==> src/rtl/ptw_pkg.sv <==
// ----------------------------------------------------------------------------
// ptw_pkg
// Shared types, widths and helpers for the four-level page table walker.
// ----------------------------------------------------------------------------
package ptw_pkg;

   localparam int PHYS_LIMIT_BITS = 39;
   localparam int FRAME_BITS      = 40;
   localparam int PAGE_BITS       = 12;
   localparam int ENTRY_ADDR_BITS = FRAME_BITS + PAGE_BITS;
   localparam int LINEAR_BITS     = 48;
   localparam int ADDR_BITS       = 64;
   localparam int RD_ADDR_BITS    = 39;
   localparam int INDEX_BITS      = 9;
   localparam int CSR_DATA_BITS   = FRAME_BITS;

   localparam logic [ENTRY_ADDR_BITS:0] ENTRY_LIMIT =
      (ENTRY_ADDR_BITS+1)'(1) << PHYS_LIMIT_BITS;

   localparam int PRESENT_BIT = 0;
   localparam int LARGE_BIT   = 7;

   typedef enum logic [1:0] {
      KIND_READ  = 2'd0,
      KIND_DONE  = 2'd1,
      KIND_FAULT = 2'd2
   } kind_type;

   typedef enum logic [1:0] {
      FAULT_NONE        = 2'd0,
      FAULT_NOT_MAPPED  = 2'd1,
      FAULT_UNREACHABLE = 2'd2,
      FAULT_UNEXPECTED  = 2'd3
   } fault_type;

   typedef enum logic [1:0] {
      CSR_PAGING_ENABLED  = 2'd0,
      CSR_FIVE_LEVEL_MODE = 2'd1,
      CSR_ROOT_FRAME      = 2'd2
   } csr_index_type;

   typedef enum logic [1:0] {
      LEVEL_TOP  = 2'd0,
      LEVEL_PDPT = 2'd1,
      LEVEL_DIR  = 2'd2,
      LEVEL_LEAF = 2'd3
   } level_type;

   typedef enum logic {
      REQ_TRANSLATE = 1'b0,
      REQ_RESPONSE  = 1'b1
   } req_kind_type;

   function automatic logic [INDEX_BITS-1:0] level_index(
      input logic [LINEAR_BITS-1:0] linear,
      input logic [1:0]             level
   );
      logic [INDEX_BITS-1:0] idx;
      case (level)
         LEVEL_TOP:  idx = linear[47:39];
         LEVEL_PDPT: idx = linear[38:30];
         LEVEL_DIR:  idx = linear[29:21];
         default:    idx = linear[20:12];
      endcase
      return idx;
   endfunction

   function automatic logic [ADDR_BITS-1:0] offset_mask(input logic [1:0] level);
      logic [ADDR_BITS-1:0] m;
      case (level)
         LEVEL_PDPT: m = ADDR_BITS'(64'h3fff_ffff);
         LEVEL_DIR:  m = ADDR_BITS'(64'h1f_ffff);
         LEVEL_LEAF: m = ADDR_BITS'(64'hfff);
         default:    m = '0;
      endcase
      return m;
   endfunction

endpackage

==> src/rtl/ptw_req_if.sv <==
// ----------------------------------------------------------------------------
// ptw_req_if
// Request channel: translate requests and entry read responses.
// ----------------------------------------------------------------------------
interface ptw_req_if;

   logic                           valid;
   logic                           ready;
   logic                           req_type;
   logic [ptw_pkg::ADDR_BITS-1:0]  linear_address;
   logic [ptw_pkg::ADDR_BITS-1:0]  entry_data;
   logic                           read_failed;

   modport source (
      output valid, req_type, linear_address, entry_data, read_failed,
      input  ready
   );

   modport sink (
      input  valid, req_type, linear_address, entry_data, read_failed,
      output ready
   );

endinterface

==> src/rtl/ptw_rsp_if.sv <==
// ----------------------------------------------------------------------------
// ptw_rsp_if
// Result channel: entry read requests, completed translations and faults.
// ----------------------------------------------------------------------------
interface ptw_rsp_if;

   logic                             valid;
   logic                             ready;
   logic [1:0]                       result_kind;
   logic [ptw_pkg::RD_ADDR_BITS-1:0] read_address;
   logic [ptw_pkg::ADDR_BITS-1:0]    physical_address;
   logic [1:0]                       fault_code;
   logic [1:0]                       fault_level;

   modport source (
      output valid, result_kind, read_address, physical_address, fault_code,
             fault_level,
      input  ready
   );

   modport sink (
      input  valid, result_kind, read_address, physical_address, fault_code,
             fault_level,
      output ready
   );

endinterface

==> src/rtl/four_level_page_table_walker_core.sv <==
// ----------------------------------------------------------------------------
// four_level_page_table_walker_core
// Walks four levels of 8-byte page table entries to translate a linear
// address; emits entry reads, completions and faults, one result per beat.
// ----------------------------------------------------------------------------
//  channel   dir   handshake      beat
//  req_bus   in    valid/ready    translate request or entry read response
//  rsp_bus   out   valid/ready    entry read, translation done, or fault
//  csr_*     in    write enable   register write, index + data
//
//  One beat per cycle sustained while rsp is not stalled; the rsp beat passes
//  the input register, then check/address logic into the result register.
//  Reset clears registers, walk state and both pipeline stages.
//  A stalled rsp holds the result register; req still takes one beat into
//  the empty input register, then ready drops until rsp drains.
// ----------------------------------------------------------------------------
module four_level_page_table_walker_core (
   input  logic                               clock,
   input  logic                               reset,
   ptw_req_if.sink                            req_bus,
   ptw_rsp_if.source                          rsp_bus,
   input  logic                               csr_write_enable,
   input  logic [1:0]                         csr_index,
   input  logic [ptw_pkg::CSR_DATA_BITS-1:0]  csr_write_data
);

   // configuration
   logic                                paging_ff;
   logic                                five_level_ff;
   logic [ptw_pkg::FRAME_BITS-1:0]      root_frame_ff;

   // input stage
   logic                                s1_valid_ff;
   logic                                s1_req_type_ff;
   logic [ptw_pkg::ADDR_BITS-1:0]       s1_linear_ff;
   logic [ptw_pkg::ADDR_BITS-1:0]       s1_entry_ff;
   logic                                s1_failed_ff;

   // walk state
   logic                                active_ff, active_in;
   logic [1:0]                          level_ff, level_in;
   logic [ptw_pkg::FRAME_BITS-1:0]      frame_ff, frame_in;
   logic [ptw_pkg::LINEAR_BITS-1:0]     saved_ff, saved_in;

   // result stage
   logic                                out_valid_ff;
   logic [1:0]                          kind_ff, kind_in;
   logic [ptw_pkg::RD_ADDR_BITS-1:0]    rd_addr_ff, rd_addr_in;
   logic [ptw_pkg::ADDR_BITS-1:0]       pa_ff, pa_in;
   logic [1:0]                          code_ff, code_in;
   logic [1:0]                          flt_level_ff, flt_level_in;

   logic                                advance;
   logic                                process;
   logic                                issue;
   logic [1:0]                          req_level;
   logic [ptw_pkg::FRAME_BITS-1:0]      req_frame;
   logic [ptw_pkg::FRAME_BITS-1:0]      entry_frame;
   logic [ptw_pkg::ENTRY_ADDR_BITS-1:0] entry_at;
   logic [ptw_pkg::ADDR_BITS-1:0]       mask;

   assign advance       = !out_valid_ff || rsp_bus.ready;
   assign process       = s1_valid_ff && advance;
   assign req_bus.ready = !s1_valid_ff || advance;
   assign entry_frame   = s1_entry_ff[ptw_pkg::ENTRY_ADDR_BITS-1:ptw_pkg::PAGE_BITS];
   assign mask          = ptw_pkg::offset_mask(level_ff);

   always_comb begin
      active_in    = active_ff;
      level_in     = level_ff;
      frame_in     = frame_ff;
      saved_in     = saved_ff;
      kind_in      = ptw_pkg::KIND_DONE;
      rd_addr_in   = '0;
      pa_in        = '0;
      code_in      = ptw_pkg::FAULT_NONE;
      flt_level_in = ptw_pkg::LEVEL_TOP;
      issue        = 1'b0;
      req_level    = level_ff;
      req_frame    = frame_ff;
      entry_at     = '0;

      if (s1_req_type_ff == ptw_pkg::REQ_TRANSLATE) begin
         active_in = 1'b0;
         if (five_level_ff) begin
            kind_in = ptw_pkg::KIND_FAULT;
            code_in = ptw_pkg::FAULT_NOT_MAPPED;
         end else if (!paging_ff) begin
            pa_in = s1_linear_ff;
         end else begin
            saved_in  = s1_linear_ff[ptw_pkg::LINEAR_BITS-1:0];
            issue     = 1'b1;
            req_frame = root_frame_ff;
            req_level = ptw_pkg::LEVEL_TOP;
         end
      end else if (!active_ff) begin
         kind_in = ptw_pkg::KIND_FAULT;
         code_in = ptw_pkg::FAULT_UNEXPECTED;
      end else if (s1_failed_ff) begin
         active_in    = 1'b0;
         kind_in      = ptw_pkg::KIND_FAULT;
         code_in      = ptw_pkg::FAULT_UNREACHABLE;
         flt_level_in = level_ff;
      end else if (!s1_entry_ff[ptw_pkg::PRESENT_BIT]) begin
         active_in    = 1'b0;
         kind_in      = ptw_pkg::KIND_FAULT;
         code_in      = ptw_pkg::FAULT_NOT_MAPPED;
         flt_level_in = level_ff;
      end else if (level_ff == ptw_pkg::LEVEL_LEAF
                   || (level_ff != ptw_pkg::LEVEL_TOP && s1_entry_ff[ptw_pkg::LARGE_BIT])) begin
         active_in = 1'b0;
         pa_in     = ({{(ptw_pkg::ADDR_BITS-ptw_pkg::ENTRY_ADDR_BITS){1'b0}}, entry_frame,
                       {ptw_pkg::PAGE_BITS{1'b0}}} & ~mask)
                   | ({{(ptw_pkg::ADDR_BITS-ptw_pkg::LINEAR_BITS){1'b0}}, saved_ff} & mask);
      end else begin
         issue     = 1'b1;
         req_frame = entry_frame;
         req_level = level_ff + 2'd1;
      end

      if (issue) begin
         level_in = req_level;
         frame_in = req_frame;
         entry_at = {req_frame, ptw_pkg::level_index(saved_in, req_level), 3'b000};
         if ({1'b0, entry_at} < ptw_pkg::ENTRY_LIMIT) begin
            active_in  = 1'b1;
            kind_in    = ptw_pkg::KIND_READ;
            rd_addr_in = entry_at[ptw_pkg::RD_ADDR_BITS-1:0];
         end else begin
            active_in    = 1'b0;
            kind_in      = ptw_pkg::KIND_FAULT;
            code_in      = ptw_pkg::FAULT_UNREACHABLE;
            flt_level_in = req_level;
         end
      end
   end

   always_ff @(posedge clock) begin
      if (reset) begin
         paging_ff     <= 1'b0;
         five_level_ff <= 1'b0;
         root_frame_ff <= '0;
      end else if (csr_write_enable) begin
         case (csr_index)
            ptw_pkg::CSR_PAGING_ENABLED:  paging_ff     <= csr_write_data[0];
            ptw_pkg::CSR_FIVE_LEVEL_MODE: five_level_ff <= csr_write_data[0];
            ptw_pkg::CSR_ROOT_FRAME:      root_frame_ff <= csr_write_data;
            default: ;
         endcase
      end
   end

   always_ff @(posedge clock) begin
      if (reset) begin
         s1_valid_ff <= 1'b0;
      end else if (req_bus.ready) begin
         s1_valid_ff <= req_bus.valid;
      end
   end

   always_ff @(posedge clock) begin
      if (req_bus.valid && req_bus.ready) begin
         s1_req_type_ff <= req_bus.req_type;
         s1_linear_ff   <= req_bus.linear_address;
         s1_entry_ff    <= req_bus.entry_data;
         s1_failed_ff   <= req_bus.read_failed;
      end
   end

   always_ff @(posedge clock) begin
      if (reset) begin
         active_ff <= 1'b0;
         level_ff  <= ptw_pkg::LEVEL_TOP;
         frame_ff  <= '0;
         saved_ff  <= '0;
      end else if (process) begin
         active_ff <= active_in;
         level_ff  <= level_in;
         frame_ff  <= frame_in;
         saved_ff  <= saved_in;
      end
   end

   always_ff @(posedge clock) begin
      if (reset) begin
         out_valid_ff <= 1'b0;
      end else if (advance) begin
         out_valid_ff <= s1_valid_ff;
      end
   end

   always_ff @(posedge clock) begin
      if (process) begin
         kind_ff      <= kind_in;
         rd_addr_ff   <= rd_addr_in;
         pa_ff        <= pa_in;
         code_ff      <= code_in;
         flt_level_ff <= flt_level_in;
      end
   end

   assign rsp_bus.valid            = out_valid_ff;
   assign rsp_bus.result_kind      = kind_ff;
   assign rsp_bus.read_address     = rd_addr_ff;
   assign rsp_bus.physical_address = pa_ff;
   assign rsp_bus.fault_code       = code_ff;
   assign rsp_bus.fault_level      = flt_level_ff;

endmodule

==> src/flat_wrapper.sv <==
// flat-port wrapper written by rule: the top's interface ports become plain ports
module four_level_page_table_walker_core_flat 
  (clock, reset, csr_write_enable, csr_index, csr_write_data, req_bus_valid, req_bus_req_type, req_bus_linear_address, req_bus_entry_data, req_bus_read_failed, req_bus_ready, rsp_bus_valid, rsp_bus_result_kind, rsp_bus_read_address, rsp_bus_physical_address, rsp_bus_fault_code, rsp_bus_fault_level, rsp_bus_ready);
  ptw_req_if req_bus_i ();
  ptw_rsp_if rsp_bus_i ();
  input  logic clock;
  input  logic reset;
  input  logic csr_write_enable;
  input  logic [1:0] csr_index;
  input  logic [ptw_pkg::CSR_DATA_BITS-1:0] csr_write_data;
  input wire logic [$bits(req_bus_i.valid)-1:0] req_bus_valid;
  input wire logic [$bits(req_bus_i.req_type)-1:0] req_bus_req_type;
  input wire logic [$bits(req_bus_i.linear_address)-1:0] req_bus_linear_address;
  input wire logic [$bits(req_bus_i.entry_data)-1:0] req_bus_entry_data;
  input wire logic [$bits(req_bus_i.read_failed)-1:0] req_bus_read_failed;
  output wire logic [$bits(req_bus_i.ready)-1:0] req_bus_ready;
  output wire logic [$bits(rsp_bus_i.valid)-1:0] rsp_bus_valid;
  output wire logic [$bits(rsp_bus_i.result_kind)-1:0] rsp_bus_result_kind;
  output wire logic [$bits(rsp_bus_i.read_address)-1:0] rsp_bus_read_address;
  output wire logic [$bits(rsp_bus_i.physical_address)-1:0] rsp_bus_physical_address;
  output wire logic [$bits(rsp_bus_i.fault_code)-1:0] rsp_bus_fault_code;
  output wire logic [$bits(rsp_bus_i.fault_level)-1:0] rsp_bus_fault_level;
  input wire logic [$bits(rsp_bus_i.ready)-1:0] rsp_bus_ready;
  assign req_bus_i.valid = req_bus_valid;
  assign req_bus_i.req_type = req_bus_req_type;
  assign req_bus_i.linear_address = req_bus_linear_address;
  assign req_bus_i.entry_data = req_bus_entry_data;
  assign req_bus_i.read_failed = req_bus_read_failed;
  assign req_bus_ready = req_bus_i.ready;
  assign rsp_bus_valid = rsp_bus_i.valid;
  assign rsp_bus_result_kind = rsp_bus_i.result_kind;
  assign rsp_bus_read_address = rsp_bus_i.read_address;
  assign rsp_bus_physical_address = rsp_bus_i.physical_address;
  assign rsp_bus_fault_code = rsp_bus_i.fault_code;
  assign rsp_bus_fault_level = rsp_bus_i.fault_level;
  assign rsp_bus_i.ready = rsp_bus_ready;
  four_level_page_table_walker_core u_core (.clock(clock), .reset(reset), .req_bus(req_bus_i), .rsp_bus(rsp_bus_i), .csr_write_enable(csr_write_enable), .csr_index(csr_index), .csr_write_data(csr_write_data));
endmodule
==> config.mk <==
export PLATFORM = sky130hd
export DESIGN_NAME = four_level_page_table_walker_core_flat
export DESIGN_NICKNAME = d
export VERILOG_FILES = /design/src/rtl/ptw_pkg.sv /design/src/rtl/ptw_req_if.sv /design/src/rtl/ptw_rsp_if.sv /design/src/rtl/four_level_page_table_walker_core.sv /design/src/flat_wrapper.sv
export SDC_FILE = /design/constraint.sdc
export NUM_CORES = 1
export LEC_CHECK = 0
export BUFFER_PORTS_ARGS = -buffer_cell sky130_fd_sc_hd__buf_2
export CORE_ASPECT_RATIO = 0.8
export CORE_MARGIN = 10
export CORE_UTILIZATION = 25
export DETAILED_ROUTE_END_ITERATION = 10
export GPL_ROUTABILITY_DRIVEN = 0
export SKIP_LAST_GASP = 1
export SLEW_MARGIN = 25
export SYNTH_ARGS = -nofsm -noshare
export SYNTH_HDL_FRONTEND = slang
export SYNTH_SLANG_ARGS = --single-unit
==> constraint.sdc <==
create_clock -name clock -period 4.5 [get_ports clock]
set_clock_uncertainty 0.1 [all_clocks]
set_input_delay 0.9 -clock clock [delete_from_list [all_inputs] [get_ports clock]]
set_output_delay 0.9 -clock clock [all_outputs]
set_load 0.05 [all_outputs]
==> results by stage, run 1 <==
Clocking:
- The number of gates resized after CTS is 0.
- The post-CTS setup repair buffer count is 0.
- The clock input transition at the sequential cells of the worst setup and hold paths is 60 ps.
- The tree is rooted in a clkbuf_16.
- The count of clock tree sinks is 322.
- TritonCTS built the clock tree.
- The number of buffers created by CTS is 37.
- Counting along the longest clock path gives a buffer depth of 3.
- The number of hold buffers added after cts is 0.
- The later pin in the worst-skew pair is clocked with a latency of 560 ps.
- The H-tree level count is 2.

Critical path:
- The startpoint of the worst-slack reg-to-reg timing path is u_core.level_ff[0].
- Among all stages on the critical path, the largest delay is contributed by nand4_2.
- Data on the critical path arrives at its endpoint at 4060 ps.
- The kind of start point of the critical path is a flip-flop.
- The critical path contains buffers and inverters numbering 2 combined.
- The number of cells on the worst reg-to-reg path is 8.
- Traced cell by cell, the critical path runs through inv_1, ha_1, nand2b_1, a32o_1, a211oi_2, nand4_2, buf_4, nor2_1.
- The worst reg-to-reg setup slack is 750 ps.
- The critical path endpoint category is a flip-flop.
- Tracing the worst setup path back leads to its startpoint at u_core.level_ff[0].
- For the worst setup path, the data required time is 4800 ps.
- The cell family contributing the most delay on the critical path is simple AND/OR/NAND/NOR gates.
- The largest single stage delay on the critical path is 730 ps.
- The setup path with the least slack is of type flip-flop to flip-flop.
- The end of the worst register-to-register path is u_core.rsp_bus.read_address[12].
- Of all nets on the critical path, the largest fanout is 20.

Detailed routing:
- The number of vias per cell after detailed routing is 4.58.
- The wire length per cell after detailed routing is 21.2 um.
- The violation count after the first detailed-routing iteration is 755.
- For this run, design rule violations remaining after detail routing come to 0.
- The count of antenna-violating nets left after detailed routing is 0.
- Summed over all layers, the routed wires come to 42100 um.
- Detailed routing inserted a total of 9114 vias.
- The detailed-routing iteration count for the pre-antenna-repair pass is 5.

Floorplan:
- The die footprint is 60000 sq um.
- The core region area is 49900 sq um.
- In this run the horizontal extent of the chip is 271 um.
- The starting utilization of the core area is 0.253.
- The number of rows in the core area is 73.
- In this run the count of I/O pins placed on the die edge is 288.
- The height of the die is 221 um.

Synthesis:
- The number of enable flip-flop cells after synthesis is 214.
- The most used flip-flop cell after synthesis is edfxtp_1.
- The area fraction in compound gates after synthesis is 0.143.
- The distinct cell type count of the synthesized netlist is 63.
- The fraction of post-synthesis cell area in the top cell type by area is 0.509.
- The number of standard cells after synthesis is 1046.
- The biggest area contributor in the post-synthesis netlist is edfxtp_1.
- Yosys attributes the largest share of cell area to edfxtp_1 (51%), dfxtp_1 (17%), nand2_1 (6.4%).
- The multiplexer share of the synthesized area is 0.0190.
- The register bit count reported by yosys is 322.
- Ranked by instance count, the synthesized netlist is headed by nand2_1 (216), edfxtp_1 (214), dfxtp_1 (108), a21oi_1 (102), nor2_1 (53).
- For this run, the register share of the synthesized area comes to 0.680.
- The post-synthesis instance area is 12600 sq um.
- In the post-synthesis netlist, the cell with the most instances is nand2_1.
- The xor/xnor share of the synthesized area is 0.
- After synthesis, the largest family of logic cells by area is compound AO/OA/AOI/OAI gates.
- The arithmetic-cell share of the synthesized area counting full adders, half adders and majority gates is 0.00297.
- During synthesis, Yosys emitted a total of 0 warnings.
- Of the total synthesized cell area, the portion taken by AND, OR, NAND and NOR gates is 0.120.
- In the synthesized netlist the async set-or-reset flop fraction comes to 0.
- After synthesis, the mean cell area works out to 12.1 sq um.

GRT:
- For this run, the total global-route usage over all layers was measured as 0.136.
- The overflow left after global routing is 0.
- Entering global routing, the biggest net connects 64 pins.
- The first global-routing pass estimated 61700 um of wire.
- The number of global-route vias before repair is 9417.
- The initial antenna violation count was 3.

Outcome:
- The run finished with clean final reports.

Cells and area:
- The final design area excluding fillers is 15900 sq um.
- The area added between synthesis and finish is 26.1%.
- After the last flow step, the layout net total stands at 1467.
- Of the cells placed in the final design, the portion with a size suffix greater than 1 is 0.282.
- The layout has 5097 filler cells.

Power:
- The leakage power total is 5.69 nW.
- The largest vdd supply drop is 0.246 mV.
- In this run the power density over the cells is 447 nW/um^2.
- After layout, the design draws a total of 7.13 mW.

Min path:
- The beginning of the worst hold path is u_core.saved_ff[4].
- The worst hold endpoint is u_core.saved_ff[4].
- The tightest min-delay check is of the flip-flop to flip-flop type.
- The number of instances on the worst hold path is 2.

Place:
- Detailed placement ended at an HPWL of 28600 um.
- Buffers placed on the I/O ports in this run total 262.
- Summing all placed instances gives a cell area of 14600 sq um.

STA:
- The number of slew-limit violations in the final report was 0.
- Setup repair after global routing left no endpoint under its margin.
- The maximum frequency from static timing analysis is 266 MHz.
- For the pin with the worst max-slew slack, the measured transition is 927 ps.
- Of the available clock period, the critical path in the final layout requires 0.834.
- Setup total negative slack on the finished layout was measured at 0 ps.
- The clock period could shrink to 3750 ps.
- The final-report setup violation count is 0.
- The final number of hold-violating endpoints is 0.
- The headroom to the max-slew limit is 0.382.

Job:
- Across the run, the number of max-cap violations was 0.
-- where the power goes --
group	leakage (nW)	internal (mW)	switching (mW)	total, mW
combinational	2.09	0.133	0.366	0.499
sequential	2.95	3.29	0.0659	3.35
clock	0.652	1.98	1.29	3.27
total	5.69	5.40	1.72	7.13
-- kinds of logic after synthesis --
logic type | after synthesis
AND/OR/NAND/NOR | 340
flip-flops | 322
AO/OA/AOI/OAI | 264
buffers and inverters | 92
multiplexers | 24
adder cells (fa/ha/maj) | 3
other | 1
-- area by class of cell --
class	instances	area [sq um]	share of cell area
antenna	1	2.50	0.000157
clock buffer	48	1070	0.0672
clock inverter	20	255	0.0160
inverter	10	42.5	0.00267
multi-input combinational	634	3660	0.229
sequential	322	8590	0.539
tap	675	845	0.0530
timing repair buffer	282	1480	0.0926
-- cells in the final DEF (no fill, tap or decap), types with 4 or more instances in the layout --
master | Yosys | routed
buf_2 | 19 | 261
nand2_1 | 216 | 215
edfxtp_1 | 214 | 214
dfxtp_1 | 108 | 108
a21oi_1 | 102 | 101
nor2_1 | 53 | 52
a22o_1 | 52 | 52
clkbuf_16 | 0 | 40
o21ai_0 | 36 | 35
a22oi_1 | 27 | 27
mux2i_1 | 24 | 24
buf_4 | 7 | 20
nand3_1 | 17 | 17
and2_1 | 13 | 12
inv_1 | 10 | 9
a31oi_1 | 9 | 9
a211oi_1 | 8 | 8
nor2b_1 | 7 | 7
nor4_1 | 6 | 6
a211o_1 | 6 | 6
clkinv_2 | 0 | 6
bufinv_16 | 0 | 5
clkbuf_1 | 45 | 4
clkinv_4 | 0 | 4
clkbuf_8 | 0 | 4
-- registers in the layout, indices dropped and copies added (netlist names) --
register / cells
u_core.active_ff: 1
u_core.five_level_ff: 1
u_core.frame_ff: 13
u_core.level_ff: 2
u_core.paging_ff: 1
u_core.root_frame_ff: 40
u_core.rsp_bus.fault_code: 2
u_core.rsp_bus.fault_level: 2
u_core.rsp_bus.physical_address: 64
u_core.rsp_bus.read_address: 36
u_core.rsp_bus.result_kind: 2
u_core.rsp_bus.valid: 1
u_core.s1_entry_ff: 42
u_core.s1_failed_ff: 1
u_core.s1_linear_ff: 64
u_core.s1_req_type_ff: 1
u_core.s1_valid_ff: 1
u_core.saved_ff: 48
-- worst min-delay path: cells and delay by family (launching register included) --
family | cells | cell delay [ps]
flops | 1 | 310
simple gates | 1 | 50
compound gates | 1 | 50
-- how the worst max path moves through the flow --
stage | endpoint | slack (ps) | cells after the start
6_report | u_core.rsp_bus.read_address[12] | 750 | 8
5_1_grt | u_core.rsp_bus.read_address[14] | 370 | 7
4_1_cts | u_core.rsp_bus.read_address[12] | 720 | 8
3_5_place_dp | u_core.rsp_bus.read_address[12] | 740 | 8
3_3_place_gp | u_core.rsp_bus.read_address[19] | 810 | 7
2_1_floorplan | u_core.s1_entry_ff[0] | 20 | 3
-- metal layers --
layer / track usage / part of all wire / vias to the layer above
li1: - / - / 4283
met1: 0.181 / 0.45 / 4443
met2: 0.207 / 0.44 / 333
met3: 0.0440 / 0.084 / 51
met4: 0.0394 / 0.021 / 4
met5: 0 / 0.00064 / -
-- through the flow --
| step | cells | utilization | hold slack [ps] | setup slack [ps] |
|---|---|---|---|---|
| global route | 1992 | 0.320 | 370 | 374 |
| global placement | 1923 | 0.293 | 341 | 806 |
| finish | 1992 | 0.320 | 352 | 746 |
| detailed placement | 1923 | 0.293 | 347 | 737 |
| CTS | 1991 | 0.319 | 355 | 720 |
| floorplan | 1048 | - | 333 | 23.1 |
(Power assumes the default switching activity.)
==> run 2, diff against run 1 <==
==> constraint.sdc (replaced) <==
create_clock -name clock -period 3.05 [get_ports clock]
set_clock_uncertainty 0.1 [all_clocks]
set_input_delay 0.61 -clock clock [delete_from_list [all_inputs] [get_ports clock]]
set_output_delay 0.61 -clock clock [all_outputs]
set_load 0.05 [all_outputs]
==> results by stage, run 2 (synthesis gave the netlist of run 1 again) <==
Critical path:
- The worst reg-to-reg setup slack is 220 ps.
- Measured in cells, the most critical reg-to-reg path has a length of 9.
- The critical path ends at u_core.rsp_bus.read_address[32].
- Data on the critical path arrives at its endpoint at 3020 ps.
- The startpoint of the worst-slack reg-to-reg timing path is u_core.level_ff[0].
- In this run the worst setup path begins at u_core.level_ff[0].
- The end of the worst register-to-register path is u_core.rsp_bus.read_address[32].
- The worst setup path is captured at a flip-flop.
- The maximum fanout along the worst path is 27.
- The worst setup path is of the flip-flop to flip-flop kind.
- STA puts the critical path data required time at 3230 ps.
- STA classifies the critical path startpoint as a flip-flop.

GRT:
- The first global-routing pass estimated 61200 um of wire.
- The initial antenna violation count came to 4.
- The total global-route track usage is 0.135.
- The number of global-route vias before repair is 9127.
- Entering global routing, the biggest net connects 59 pins.
- The overflow left after global routing is 0.

Clocking:
- The CTS root buffer is clkbuf_16.
- CTS built an H-tree with a depth of 2.
- The clock reaches the later pin of the worst-skew pair after 540 ps.
- Hold repair after CTS inserted 0 buffers.
- The number of buffers created by CTS is 37.
- The deepest clock path buffer count is 3.
- The clock input transition at the sequential cells of the worst setup and hold paths is 60 ps.
- TritonCTS built the clock tree.
- The count of clock tree sinks is 322.

STA:
- The slew at the pin with the worst max-slew slack is 692 ps.
- Derived from the worst setup path, the maximum achievable clock frequency is 353 MHz.
- The number of slew-limit violations in the final report is 0.
- Setup repair after global routing left no endpoint under its margin.
- The final critical path time including I/O delays and setup is 2830 ps.
- The sum of negative setup slack is 0 ps.
- The final number of hold-violating endpoints is 0.
- The worst pin sits at a relative slew slack of 0.539.
- The final-report setup violation count is 0.
- The final clock period utilization by the worst path is 0.928.

Floorplan:
- The height of the die is 221 um.
- The die footprint is 60000 sq um.
- The overall die width is 271 um.
- Pin placement for this block handled 288 I/O pins.
- The starting utilization of the core area is 0.253.
- The core region area is 49900 sq um.
- The number of rows in the core area is 73.

Detailed routing:
- The violation count after the first detailed-routing iteration is 988.
- The number of vias in the routed layout is 9222.
- The count of antenna-violating nets left after detailed routing is 0.
- The number of vias per cell after detailed routing is 4.60.
- The first TritonRoute pass finished after 5 iterations.
- In the final routed layout, each cell accounts on average for 21.1 um.
- After detailed routing, the number of remaining DRC violations is 0.
- After detailed routing, the total wire length is 42200 um.

Cells and area:
- The fraction of final layout cells with drive strength greater than 1 is 0.290.
- The area added between synthesis and finish is 27.2%.
- The most common cell after layout, fill and taps aside is buf_2.
- Leaving out fill and tap cells, the most frequent cells in the layout are buf_2 (261), nand2_1 (215), edfxtp_1 (214).
- The post-layout net count is 1482.

Power:
- VDD sags by at most 0.404 mV.
- Of the total power, the share spent switching nets is 0.238.
- For this design the ratio of total power to cell area is 642 nW/um^2.
- The share of total power dissipated in the clock network is 0.447.
- The share of total power dissipated in sequential elements is 0.479.
- In this run the power spent charging and discharging nets is 2.46 mW.
- Summed over all cells, the static leakage comes to 5.74 nW.
- The cell internal power dissipation is 7.86 mW.
- The overall power consumption is 10.3 mW.
- The proportion of power drawn by combinational gates is 0.074.

Min path:
- The worst hold path belongs to the class input pin to flip-flop.

Place:
- The final HPWL from detailed placement is 29400 um.
- During placement, the flow inserted port buffers numbering 262.

Outcome:
- The run finished with clean final reports.

Job:
- Across the run, the number of max-cap violations was 0.
## run 2: cell count changes in the layout (fill, tap and decap cells not counted), moves of 2 or more
cell / delta
buf_12: +8
buf_4: +7
clkbuf_1: -2
clkbuf_16: -2
clkinv_2: -2
clkinv_4: -2
clkinvlp_4: +4
## run 2: worst min path at each step
stage,from,endpoint,cells past startpoint
after global placement,u_core.saved_ff[3],u_core.saved_ff[3],2
final,req_bus_entry_data[48],u_core.s1_entry_ff[48],1
after floorplan,u_core.saved_ff[30],u_core.saved_ff[30],2
after global routing,req_bus_linear_address[9],u_core.s1_linear_ff[9],1
after detailed placement,u_core.saved_ff[9],u_core.saved_ff[9],2
after CTS,req_bus_linear_address[50],u_core.s1_linear_ff[50],1
## run 2: critical path, stage by stage, from the launching register on
cell and delay (ps):
dfxtp_1 460, inv_1 160, ha_1 270, nand2b_2 280, buf_4 200, a32oi_1 340, a22oi_2 170, nand4_2 140
buf_12 230, and2b_1 200
## run 2: cell type report
type,instances,area (sq um)
fillers,5068,33800
flip-flops and latches,322,8590
multi-input cells,634,3650
repair buffers,297,1690
clock buffers,44,1010
well taps,675,845
clock inverters,19,241
inverters,10,42.5
diodes,2,5.00
## run 2: repair_timing
item                       in CTS  in global routing
setup endpoints to repair       0                 10
gates resized for setup         0                  2
setup buffers                   0                  0
## run 2: layer usage
metal	track usage	vias to the layer above	wire length [um]
met1	0.182	4510	19000
met5	0	-	27
met3	0.0414	52	3560
met2	0.206	352	18800
met4	0.0335	4	788
li1	-	4304	-
## run 2: through the flow
stage,utilization,cell area [sq um],setup WS (ps),hold WS (ps),instances
2_1_floorplan,-,12600,7.37,333,1048
6_report,0.322,16100,220,142,2003
5_1_grt,0.322,16100,52.4,114,2002
3_5_place_dp,0.297,14800,227,346,1938
3_3_place_gp,0.297,14800,277,341,1938
4_1_cts,0.322,16100,206,103,2001
## run 2: power by group through the flow
stage               clock network, mW  registers [mW]  logic (mW)
finish                           4.61            4.95       0.764
global route                     4.94            4.97       0.815
floorplan                           0            5.23       0.239
global placement                    0            5.04       0.764
CTS                              4.77            4.95       0.777
detailed placement                  0            5.04       0.775
